==> src/gdmd_pkg.sv <==
// Package for the Gregorian date minus days unit.
// Holds shared constants, the sideband struct and the month start table.
// No dependencies.
`default_nettype none
package gdmd_pkg;

    localparam int unsigned MAX_YEAR   = 9999;
    localparam int unsigned CYCLE_DAYS = 146097;
    localparam int unsigned CENT_DAYS  = 36524;
    localparam int unsigned QUAD_DAYS  = 1461;
    localparam int unsigned YEAR_DAYS  = 365;

    // Fields collected along the day-count split.
    typedef struct packed {
        logic       uf;
        logic [4:0] cyc;
        logic [2:0] cent;
        logic [4:0] q4;
    } t_side;

    // Zero-based day of year at which month m starts in a common year.
    function automatic logic [8:0] cum_start(input logic [3:0] m);
        logic [8:0] v;
        begin
            case (m)
                4'd1:    v = 9'd0;
                4'd2:    v = 9'd31;
                4'd3:    v = 9'd59;
                4'd4:    v = 9'd90;
                4'd5:    v = 9'd120;
                4'd6:    v = 9'd151;
                4'd7:    v = 9'd181;
                4'd8:    v = 9'd212;
                4'd9:    v = 9'd243;
                4'd10:   v = 9'd273;
                4'd11:   v = 9'd304;
                4'd12:   v = 9'd334;
                default: v = 9'd0;
            endcase
            return v;
        end
    endfunction

endpackage
`default_nettype wire

==> src/gdmd_serial.sv <==
// Date to zero-based day count minus offset, four register stages.
// Depends on gdmd_pkg.
`default_nettype none
module gdmd_serial
    import gdmd_pkg::*;
(
    input  wire logic        i_clk,
    input  wire logic        i_rst_n,
    input  wire logic        i_en,
    input  wire logic        i_valid,
    input  wire logic [4:0]  i_day,
    input  wire logic [3:0]  i_month,
    input  wire logic [13:0] i_year,
    input  wire logic [21:0] i_offset,
    output logic             o_valid,
    output logic [21:0]      o_n,
    output logic             o_uf
);

    // Reciprocal of 100 scaled by 2^24, exact for values below 2^14.
    localparam logic [17:0] RECIP_100 = 18'd167773;

    logic [3:0]  n_m;
    logic [13:0] n_y;

    logic        r1_v;
    logic [4:0]  r1_d;
    logic [3:0]  r1_m;
    logic [13:0] r1_y;
    logic [13:0] r1_p;
    logic [21:0] r1_off;

    logic        r2_v;
    logic [4:0]  r2_d;
    logic [3:0]  r2_m;
    logic [13:0] r2_y;
    logic [13:0] r2_p;
    logic [21:0] r2_off;
    logic [6:0]  r2_qy;
    logic [6:0]  r2_qp;

    logic        r3_v;
    logic [4:0]  r3_d;
    logic [21:0] r3_off;
    logic [21:0] r3_p365;
    logic [11:0] r3_leaps;
    logic [8:0]  r3_cum;

    logic [31:0] prod_y;
    logic [31:0] prod_p;
    logic [13:0] ry;
    logic        leap;
    logic [22:0] serial;
    logic [23:0] diff;

    always_comb begin
        n_m = i_month;
        if (i_month < 4'd1) n_m = 4'd1;
        if (i_month > 4'd12) n_m = 4'd12;
        n_y = i_year;
        if (i_year < 14'd1) n_y = 14'd1;
        if (i_year > 14'(MAX_YEAR)) n_y = 14'(MAX_YEAR);
    end

    assign prod_y = 32'(r1_y) * 32'(RECIP_100);
    assign prod_p = 32'(r1_p) * 32'(RECIP_100);

    assign ry   = r2_y - 14'(r2_qy * 14'd100);
    assign leap = ((r2_y[1:0] == 2'b00) && (ry != 14'd0)) ||
                  ((ry == 14'd0) && (r2_qy[1:0] == 2'b00));

    assign serial = 23'(r3_p365) + 23'(r3_leaps) + 23'(r3_cum) + 23'(r3_d);
    assign diff   = 24'(serial) - 24'(r3_off);

    always_ff @(posedge i_clk) begin
        if (!i_rst_n) begin
            r1_v    <= 1'b0;
            r2_v    <= 1'b0;
            r3_v    <= 1'b0;
            o_valid <= 1'b0;
        end else if (i_en) begin
            r1_v    <= i_valid;
            r2_v    <= r1_v;
            r3_v    <= r2_v;
            o_valid <= r3_v;
        end
    end

    always_ff @(posedge i_clk) begin
        if (i_en) begin
            r1_d   <= i_day;
            r1_m   <= n_m;
            r1_y   <= n_y;
            r1_p   <= n_y - 14'd1;
            r1_off <= i_offset;

            r2_d   <= r1_d;
            r2_m   <= r1_m;
            r2_y   <= r1_y;
            r2_p   <= r1_p;
            r2_off <= r1_off;
            r2_qy  <= prod_y[30:24];
            r2_qp  <= prod_p[30:24];

            r3_d     <= r2_d;
            r3_off   <= r2_off;
            r3_p365  <= 22'(r2_p) * 22'd365;
            r3_leaps <= 12'(r2_p[13:2]) - 12'(r2_qp) + 12'(r2_qp[6:2]);
            r3_cum   <= cum_start(r2_m) + 9'((leap && (r2_m > 4'd2)) ? 1 : 0);

            // A result of zero or below lies before the first day.
            o_uf <= diff[23] || (diff == 24'd0);
            o_n  <= diff[21:0] - 22'd1;
        end
    end

endmodule
`default_nettype wire

==> src/gdmd_divstep.sv <==
// One constant division in three stages: reciprocal estimate, remainder,
// single correction with optional clamp of a quotient of four. Uses gdmd_pkg.
`default_nettype none
module gdmd_divstep
    import gdmd_pkg::*;
(
    input  wire logic        i_clk,
    input  wire logic        i_rst_n,
    input  wire logic        i_en,
    input  wire logic        i_valid,
    input  wire logic [21:0] i_num,
    input  wire t_side       i_side,
    input  wire logic [17:0] i_div,
    input  wire logic [5:0]  i_recip,
    input  wire logic [4:0]  i_shift,
    input  wire logic        i_clamp,
    output logic             o_valid,
    output logic [5:0]       o_q,
    output logic [21:0]      o_rem,
    output t_side            o_side
);

    logic        r_a_v;
    logic [21:0] r_a_num;
    logic [5:0]  r_a_qe;
    t_side       r_a_side;

    logic        r_b_v;
    logic [21:0] r_b_rem;
    logic [5:0]  r_b_qe;
    t_side       r_b_side;

    logic [27:0] prod;
    logic [23:0] back;
    logic [5:0]  n_q;
    logic [21:0] n_rem;

    assign prod = 28'(i_num) * 28'(i_recip);
    assign back = 24'(r_a_qe) * 24'(i_div);

    // The estimate is never above the true quotient and at most one below.
    always_comb begin
        n_q   = r_b_qe;
        n_rem = r_b_rem;
        if (r_b_rem >= 22'(i_div)) begin
            n_q   = r_b_qe + 6'd1;
            n_rem = r_b_rem - 22'(i_div);
        end
        if (i_clamp && (n_q == 6'd4)) begin
            n_q   = 6'd3;
            n_rem = n_rem + 22'(i_div);
        end
    end

    always_ff @(posedge i_clk) begin
        if (!i_rst_n) begin
            r_a_v   <= 1'b0;
            r_b_v   <= 1'b0;
            o_valid <= 1'b0;
        end else if (i_en) begin
            r_a_v   <= i_valid;
            r_b_v   <= r_a_v;
            o_valid <= r_b_v;
        end
    end

    always_ff @(posedge i_clk) begin
        if (i_en) begin
            r_a_num  <= i_num;
            r_a_qe   <= 6'(prod >> i_shift);
            r_a_side <= i_side;

            r_b_rem  <= r_a_num - back[21:0];
            r_b_qe   <= r_a_qe;
            r_b_side <= r_a_side;

            o_q    <= n_q;
            o_rem  <= n_rem;
            o_side <= r_b_side;
        end
    end

endmodule
`default_nettype wire

==> src/gdmd_month.sv <==
// Rebuilds year, month and day from the split day count, three stages.
// Depends on gdmd_pkg.
`default_nettype none
module gdmd_month
    import gdmd_pkg::*;
(
    input  wire logic        i_clk,
    input  wire logic        i_rst_n,
    input  wire logic        i_en,
    input  wire logic        i_valid,
    input  wire t_side       i_side,
    input  wire logic [5:0]  i_yy,
    input  wire logic [21:0] i_doy,
    output logic             o_valid,
    output logic [4:0]       o_day,
    output logic [3:0]       o_month,
    output logic [13:0]      o_year,
    output logic             o_uf
);

    logic        r1_v;
    logic        r1_uf;
    logic        r1_leap;
    logic [13:0] r1_year;
    logic [8:0]  r1_doy;

    logic        r2_v;
    logic        r2_uf;
    logic        r2_leap;
    logic [13:0] r2_year;
    logic [8:0]  r2_doy;
    logic [3:0]  r2_m;

    logic [3:0]  n_m;
    logic [8:0]  start;
    logic [8:0]  dd;

    always_comb begin
        n_m = 4'd1;
        for (int k = 2; k <= 12; k++) begin
            if (r1_doy >= cum_start(4'(k)) + 9'((r1_leap && (k > 2)) ? 1 : 0)) begin
                n_m = 4'(k);
            end
        end
    end

    assign start = cum_start(r2_m) + 9'((r2_leap && (r2_m > 4'd2)) ? 1 : 0);
    assign dd    = r2_doy - start + 9'd1;

    always_ff @(posedge i_clk) begin
        if (!i_rst_n) begin
            r1_v    <= 1'b0;
            r2_v    <= 1'b0;
            o_valid <= 1'b0;
        end else if (i_en) begin
            r1_v    <= i_valid;
            r2_v    <= r1_v;
            o_valid <= r2_v;
        end
    end

    always_ff @(posedge i_clk) begin
        if (i_en) begin
            r1_uf   <= i_side.uf;
            r1_year <= 14'd1 + 14'(i_side.cyc * 14'd400) + 14'(i_side.cent * 14'd100)
                       + 14'({i_side.q4, 2'b00}) + 14'(i_yy);
            // Last year of a four-year group is leap unless it closes a
            // century that is not a multiple of four hundred.
            r1_leap <= (i_yy == 6'd3) && ((i_side.q4 != 5'd24) || (i_side.cent == 3'd3));
            r1_doy  <= i_doy[8:0];

            r2_uf   <= r1_uf;
            r2_leap <= r1_leap;
            r2_year <= r1_year;
            r2_doy  <= r1_doy;
            r2_m    <= n_m;

            o_uf    <= r2_uf;
            o_day   <= r2_uf ? 5'd1  : dd[4:0];
            o_month <= r2_uf ? 4'd1  : r2_m;
            o_year  <= r2_uf ? 14'd1 : r2_year;
        end
    end

endmodule
`default_nettype wire

==> src/gregorian_date_minus_days_unit.sv <==
// Top level of the Gregorian date minus days unit.
// Depends on gdmd_pkg, gdmd_serial, gdmd_divstep and gdmd_month.
`default_nettype none
//
// Channel   Direction  Handshake           Payload
// input     in         i_valid / o_ready   i_day_in, i_month_in, i_year_in,
//                                          i_offset_days
// result    out        o_valid / i_ready   o_day_out, o_month_out, o_year_out,
//                                          o_underflow
//
// One item can enter every cycle while o_ready is high. Four stages form
// the serial day count, four division units of three stages each split it
// into 400-year cycles, centuries, four-year groups and years, and three
// stages find month and day.
// The whole pipeline advances together whenever the output register is empty
// or its result is taken, so a stall holds every stage and loses nothing.
// Reset clears only the valid bits of every stage.
module gregorian_date_minus_days_unit
    import gdmd_pkg::*;
(
    input  wire logic        i_clk,
    input  wire logic        i_rst_n,
    input  wire logic        i_valid,
    output logic             o_ready,
    input  wire logic [4:0]  i_day_in,
    input  wire logic [3:0]  i_month_in,
    input  wire logic [13:0] i_year_in,
    input  wire logic [21:0] i_offset_days,
    output logic             o_valid,
    input  wire logic        i_ready,
    output logic [4:0]       o_day_out,
    output logic [3:0]       o_month_out,
    output logic [13:0]      o_year_out,
    output logic             o_underflow
);

    logic        en;

    logic        s_v;
    logic [21:0] s_n;
    logic        s_uf;
    t_side       s_side;

    logic        c_v, e_v, q_v, y_v;
    logic [5:0]  c_q, e_q, q_q, y_q;
    logic [21:0] c_rem, e_rem, q_rem, y_rem;
    t_side       c_side, e_side, q_side, y_side;
    t_side       c_in, e_in, q_in;

    // Every stage moves when the output register can take a new value.
    assign en      = i_ready || !o_valid;
    assign o_ready = en;

    gdmd_serial u_serial (
        .i_clk    (i_clk),
        .i_rst_n  (i_rst_n),
        .i_en     (en),
        .i_valid  (i_valid),
        .i_day    (i_day_in),
        .i_month  (i_month_in),
        .i_year   (i_year_in),
        .i_offset (i_offset_days),
        .o_valid  (s_v),
        .o_n      (s_n),
        .o_uf     (s_uf)
    );

    always_comb begin
        s_side      = '0;
        s_side.uf   = s_uf;
        c_in        = c_side;
        c_in.cyc    = c_q[4:0];
        e_in        = e_side;
        e_in.cent   = e_q[2:0];
        q_in        = q_side;
        q_in.q4     = q_q[4:0];
    end

    // Whole 400-year cycles.
    gdmd_divstep u_div_cycle (
        .i_clk (i_clk), .i_rst_n (i_rst_n), .i_en (en),
        .i_valid (s_v), .i_num (s_n), .i_side (s_side),
        .i_div (18'(CYCLE_DAYS)), .i_recip (6'd28), .i_shift (5'd22), .i_clamp (1'b0),
        .o_valid (c_v), .o_q (c_q), .o_rem (c_rem), .o_side (c_side)
    );

    // Centuries; the last day of a cycle stays in the fourth century.
    gdmd_divstep u_div_cent (
        .i_clk (i_clk), .i_rst_n (i_rst_n), .i_en (en),
        .i_valid (c_v), .i_num (c_rem), .i_side (c_in),
        .i_div (18'(CENT_DAYS)), .i_recip (6'd7), .i_shift (5'd18), .i_clamp (1'b1),
        .o_valid (e_v), .o_q (e_q), .o_rem (e_rem), .o_side (e_side)
    );

    // Four-year groups.
    gdmd_divstep u_div_quad (
        .i_clk (i_clk), .i_rst_n (i_rst_n), .i_en (en),
        .i_valid (e_v), .i_num (e_rem), .i_side (e_in),
        .i_div (18'(QUAD_DAYS)), .i_recip (6'd44), .i_shift (5'd16), .i_clamp (1'b0),
        .o_valid (q_v), .o_q (q_q), .o_rem (q_rem), .o_side (q_side)
    );

    // Years; the last day of a leap group stays in its fourth year.
    gdmd_divstep u_div_year (
        .i_clk (i_clk), .i_rst_n (i_rst_n), .i_en (en),
        .i_valid (q_v), .i_num (q_rem), .i_side (q_in),
        .i_div (18'(YEAR_DAYS)), .i_recip (6'd5), .i_shift (5'd11), .i_clamp (1'b1),
        .o_valid (y_v), .o_q (y_q), .o_rem (y_rem), .o_side (y_side)
    );

    gdmd_month u_month (
        .i_clk   (i_clk),
        .i_rst_n (i_rst_n),
        .i_en    (en),
        .i_valid (y_v),
        .i_side  (y_side),
        .i_yy    (y_q),
        .i_doy   (y_rem),
        .o_valid (o_valid),
        .o_day   (o_day_out),
        .o_month (o_month_out),
        .o_year  (o_year_out),
        .o_uf    (o_underflow)
    );

endmodule
`default_nettype wire
==> config.mk <==
export PLATFORM = sky130hd
export DESIGN_NAME = gregorian_date_minus_days_unit
export DESIGN_NICKNAME = d
export VERILOG_FILES = /design/src/gdmd_pkg.sv /design/src/gdmd_serial.sv /design/src/gdmd_divstep.sv /design/src/gdmd_month.sv /design/src/gregorian_date_minus_days_unit.sv
export SDC_FILE = /design/constraint.sdc
export NUM_CORES = 2
export LEC_CHECK = 0
export BUFFER_PORTS_ARGS = -buffer_cell sky130_fd_sc_hd__buf_2
export CAP_MARGIN = 5
export CORE_UTILIZATION = 43
export CTS_CLUSTER_SIZE = 20
export DETAILED_ROUTE_END_ITERATION = 8
export GPL_TIMING_DRIVEN = 0
export PLACE_DENSITY = 0.67
export SKIP_CTS_REPAIR_TIMING = 1
export SYNTH_ARGS = -nofsm -noshare
export SYNTH_HDL_FRONTEND = slang
export SYNTH_SLANG_ARGS = --single-unit
==> constraint.sdc <==
create_clock -name i_clk -period 56.3 [get_ports i_clk]
set_input_delay 16.89 -clock i_clk [delete_from_list [all_inputs] [get_ports i_clk]]
set_output_delay 16.89 -clock i_clk [all_outputs]
set_load 0.01 [all_outputs]
* Word-level counts from Yosys, hierarchy flattened
Memory sizes are Yosys's and may differ from the RTL's. A register that Yosys moved wholly into a read port is not among the register bits.
Cells that the tools add are included.
** Word-level totals
- Register bits :: 723
- Latch bits :: 0
- Bits in writable memories :: 0
- ROM bits :: 288
- Input port bits :: 49
- Output and inout port bits :: 26
- Word-level logic and storage cells :: 235
- Memories :: 2
** Cells by class
- Add/subtract/negate cells :: 41
- $mul :: 14
- Div/mod/pow operators :: 0
- $lt $le $gt $ge :: 21
- Equal/unequal tests :: 5
- Shifts and indexed selects :: 0
- Multiplexer cells :: 28
- Bitwise operators :: 0
- Reductions and logical operators :: 17
** Memory list
- (no name shown) :: depth 16, width 9, read ports 1, clocked after memory_dff 0, write ports 0, line gdmd_pkg.sv:25 : case (m)
- (no name shown) :: depth 16, width 9, read ports 1, clocked after memory_dff 1, write ports 0, line gdmd_pkg.sv:25
** Operator list (count)
- 22-bit 2-to-1 mux :: 4
- 22-bit subtractor :: 4
- 9-bit >= comparator :: 7
- 14-bit by 18-bit multiplier with 31-bit output, second input constant :: 2
- 8-bit by 1-bit adder with 9-bit output, first input constant :: 4
- 14-bit 2-to-1 mux :: 2
- 4-bit 2-to-1 mux :: 7
- 9-bit 2-to-1 mux :: 3
- 22-bit by 3-bit multiplier with 25-bit output, second input constant :: 1
- 24-bit logical NOT :: 1
- 22-bit by 3-bit multiplier with 24-bit output, second input constant :: 1
- 23-bit by 22-bit subtractor with 24-bit output :: 1
- 22-bit by 12-bit adder with 23-bit output :: 1
- 23-bit by 5-bit adder with 23-bit output :: 1
- 23-bit by 9-bit adder with 23-bit output :: 1
- 22-bit by 16-bit adder with 22-bit output, second input constant :: 1
- 22-bit by 11-bit >= comparator with 1-bit output, second input constant :: 1
- 22-bit by 16-bit >= comparator with 1-bit output, second input constant :: 1
- 22-bit by 18-bit >= comparator with 1-bit output, second input constant :: 1
- 22-bit by 9-bit >= comparator with 1-bit output, second input constant :: 1
- 14-bit by 9-bit multiplier with 22-bit output, second input constant :: 1
- 22-bit by 3-bit multiplier with 17-bit output, second input constant :: 1
- 22-bit by 4-bit multiplier with 20-bit output, second input constant :: 1
- 5-bit by 18-bit multiplier with 22-bit output, second input constant :: 1
- other kinds (54) :: 77

* Longest topological paths before layout
- Depth after elaboration :: 12
- Mapped depth :: 23
- Gate-level depth less buffers :: 23

* Cells and area by module
A second synthesis with hierarchy kept.
** Second synthesis, totals
- Cell total of the unflattened synthesis :: 8711
- Area, all modules :: 87779.2 µm²
** Modules (own cells, without submodules)
- gdmd_divstep at u_div_cent ... :: times used 2, cells each 1610, area an instance 15227.1 µm², sequential area each 3843.7 µm²
- gdmd_serial :: times used 1, cells each 1981, area an instance 22695.5 µm², sequential area each 7016.7 µm²
- gdmd_divstep at u_div_year :: times used 1, cells each 1580, area an instance 15172.1 µm², sequential area each 3843.7 µm²
- gdmd_divstep at u_div_quad :: times used 1, cells each 1563, area an instance 14901.8 µm², sequential area each 3843.7 µm²
- gdmd_month :: times used 1, cells each 364, area an instance 4541.9 µm², sequential area each 2282.2 µm²
- gregorian_date_minus_days_unit :: times used 1, cells each 3, area an instance 13.8 µm², sequential area each 0.0 µm²

* Least setup slack after synthesis
No wires, ideal clock.
- Kind :: input -> output
- Start point :: input i_ready
- End point :: output o_ready
- Arrival time :: 36.521 ns
- Data required time :: 39.410 ns
- Path slack :: 2.889 ns
- Cell stages on the path :: 4
- Buffers on the path :: 2
- Cell sequence :: nor2b_1 > inv_2 > clkbuf_1 > buf_1
** Between the ends
- Cells in the longest elaborated chain, start to end :: 1
** Ends and longest elaborated chain
- from (decl) :: line gregorian_date_minus_days_unit.sv:30 : input wire logic i_ready,
- 1-bit logical OR :: line gregorian_date_minus_days_unit.sv:51 : assign en = i_ready || !o_valid;
- to (decl) :: line gregorian_date_minus_days_unit.sv:24 : output logic o_ready,
Every way passes these cells.

* Worst setup path after layout
Ends and elaborated chain as after synthesis.

==> flow_summary_export.csv <==
group,metric,value,unit
setup_path,r2r-end,"u_serial.r2_qy[6]",
synthesis,synth_warnings,0,
setup_path,crit_family,"buffers and inverters",
placed_design,gp_congestion,0.877,
outcome,status,"finished, final reports clean",
finish,n_antenna_cell,0,
setup_path,critPathArrivalTime,19.64,ns
drt,drc,0,
sta,max_clock_freq,27.4,MHz
synthesis,synth_cells,4640,
sta,worst_pin_slew,1.12,ns
setup_path,critical_path.most_common_cell,"buf_12",
die,ios,75,
placed_design,place_hpwl,78200,um
placed_design,placedCellCount,6384,
die,row_count,130,
setup_path,crit_end,"o_ready",
cts,clkSinkCount,732,
cts,h-tree-depth,3,
finish,final_util,47.8,%
die,die_y,358,um
finish,final_cell_area,0.0600,mm2
setup_path,cp_num_buf_inv,10,
sta,hold_viol_final,0,
setup_path,cp-end-kind,"output port",
setup_path,crit_fanout,41,
die,dieWidth,358,um
sta,min_period,36.53,ns
cts,clockBufferDepth,3,
setup_path,max_stage_delay,0.44,ns
synthesis,synthTopCellsByArea,"edfxtp_1 (39%), ha_1 (18%), fa_1 (14%)",
synthesis,async_reset_ff_share,0,%
setup_path,crit_type,"in -> out",
synthesis,ys_ff_latch,732,
setup_path,critPathRequiredTime,39.41,ns
synthesis,ys_types,105,
cts,tritoncts,"done",
sta,setup_viol,0,
cts,numCtsBuffers,83,
setup_path,timing.rr.start,"u_serial.r1_y[6]",
global_routing,antenna_found_initial,2,
cts,clk_latency,0.68,ns
synthesis,synth_area,0.0544,mm2
drt,dr.first_iter.drc_count,1387,
finish,stdcell_count,6539,
setup_path,critical_path_depth,11,
setup_path,cpMaxStageDelayCell,"buf_2",
synthesis,post-synth-top-area-cell,"edfxtp_1",
drt,post_drt_wl_per_cell,14.9,um
sta,drv_slew,0,
finish,fill_cells,11200,
drt,postRouteAntennaNets,0,
global_routing,grt_use_total,15.7,%
die,start_util,43.4,%
sta,fin_crit_sh,64.9,%
min_path,hold_class,"reg -> reg",
global_routing,grt_pass1_wl,163000,um
sta,rsz0062_at_grt,"no",
global_routing,grt_max_degree,45,
synthesis,avgSynthCellArea,11.7,um2
synthesis,synth_top_area_share,38.8,%
synthesis,syn_nets,5849,
finish,syn_to_final_growth,10.3,%
synthesis,synth_seq_area_share,39.9,%
drt,routed-via-count,33000,
cts,cts_root_buffer,"clkbuf_16",
drt,drtPass1Iterations,7,
setup_path,crit_start,"i_ready",
setup_path,start_kind,"input port",
placed_design,io_buffers,74,
sta,worst_slack,19.77,ns
setup_path,r2r_slack,49.71,ns
finish,drive_above_1_share,6.30,%
placed_design,place_worst_setup_slack,19.65,ns
sta,slew_headroom,23.2,%
global_routing,grt-ovfl-total,0,
setup_path,crit_path_cell_trace,"buf_2, nor2b_1, inv_2, clkbuf_1, buf_2, buf_12, buf_16, buf_12, buf_12, buf_12, buf_2",
drt,routed_wl,97700,um
cts,cts.clk_slew.worst_paths,0.06,ns
synthesis,synth_edf_count,704,
drt,vias_per_cell,5.05,
synthesis,ys.flop_type,"edfxtp_1",
die,core-area,0.126,mm2
global_routing,grt_pass1_vias,33900,
placed_design,dpl-instance-area,0.0573,mm2
setup_path,r2r_cells,20,
die,dieArea,0.128,mm2
flow_run,drv_cap,0,
sta,clock_skew,0.0307,ns
finish,fin_nets,6028,
[worst min-delay path by stage]
stage                            startpoint  slack (ns)                endpoint  cells after the start
floorplan           u_div_cent.r_b_side[10]        0.40   u_div_cent.o_side[10]                      0
global placement        u_serial.r1_off[14]        0.40     u_serial.r2_off[14]                      0
detailed placement   u_div_quad.r_b_side[5]        0.40    u_div_quad.o_side[5]                      0
CTS                  u_div_quad.r_a_side[7]        0.41  u_div_quad.r_b_side[7]                      0
global route             u_month.r1_year[8]        0.42      u_month.r2_year[8]                      0
finish                  u_serial.r2_off[18]        0.41     u_serial.r3_off[18]                      0
[metrics by stage]
stage	hold slack [ns]	TNS (ns)
floorplan	0.400	0
detailed placement	0.405	0
global placement	0.400	-7.65
finish	0.413	0
global route	0.420	0
CTS	0.414	0
[cells in the mapped netlist, drive strengths merged, types with 35 or more instances]
cell and count:
a21o 73, nor2b 61, nand2b 35, nand3 65
ha 778, inv 831, nand2 179, o21ai 122
fa 382, edfxtp 704, xnor2 235, nor3 80
nor2 209, a21oi 188, xor2 115
[cell usage in the layout, fill, tap and decap left out, types with 65 or more instances in the layout]
| cell | netlist | final |
|---|---|---|
| a21o_1 | 73 | 73 |
| a21oi_1 | 186 | 186 |
| buf_2 | 10 | 85 |
| clkbuf_16 | 0 | 86 |
| edfxtp_1 | 704 | 704 |
| fa_1 | 382 | 382 |
| ha_1 | 778 | 778 |
| inv_1 | 829 | 829 |
| nand2_1 | 178 | 178 |
| nand3_1 | 65 | 65 |
| nor2_1 | 208 | 208 |
| nor3_1 | 77 | 77 |
| o21ai_0 | 116 | 116 |
| xnor2_1 | 235 | 235 |
| xor2_1 | 115 | 115 |
[routing by layer]
layer	share of wire (%)	up-vias	track usage (%)	routed length, um
li1	-	16400	-	-
met3	3.1	148	2.41	3030
met2	52	442	29.0	51000
met4	2.5	2	4.26	2390
met1	42	16000	18.7	41200
met5	0.015	-	0	15
[cell families (layout without fill, tap and decap cells)]
family | after synthesis | count (layout) | share of synthesized area (%)
AO/OA/AOI/OAI | 691 | 691 | 8.60
buffers and inverters | 874 | 1123 | 6.08
XOR/XNOR | 351 | 351 | 5.67
flip-flops | 732 | 732 | 39.9
AND/OR/NAND/NOR | 817 | 817 | 7.56
adder cells (fa/ha/maj) | 1160 | 1160 | 31.9
multiplexers | 15 | 15 | 0.299
[layout make-up]
| type | count | area [um2] | share of cell area (%) |
|---|---|---|---|
| Buffer | 43 | 190 | 0.317 |
| Clock buffer | 100 | 2230 | 3.72 |
| Clock inverter | 55 | 518 | 0.863 |
| Inverter | 831 | 3120 | 5.20 |
| Multi-Input combinational cell | 3034 | 29400 | 49.0 |
| Sequential cell | 732 | 21700 | 36.1 |
| Tap cell | 1650 | 2060 | 3.44 |
| Timing Repair Buffer | 94 | 786 | 1.31 |
Power is left out: the tool's default activity adds up to more than one toggle a clock period on the data nets, which glitch-free logic cannot reach.
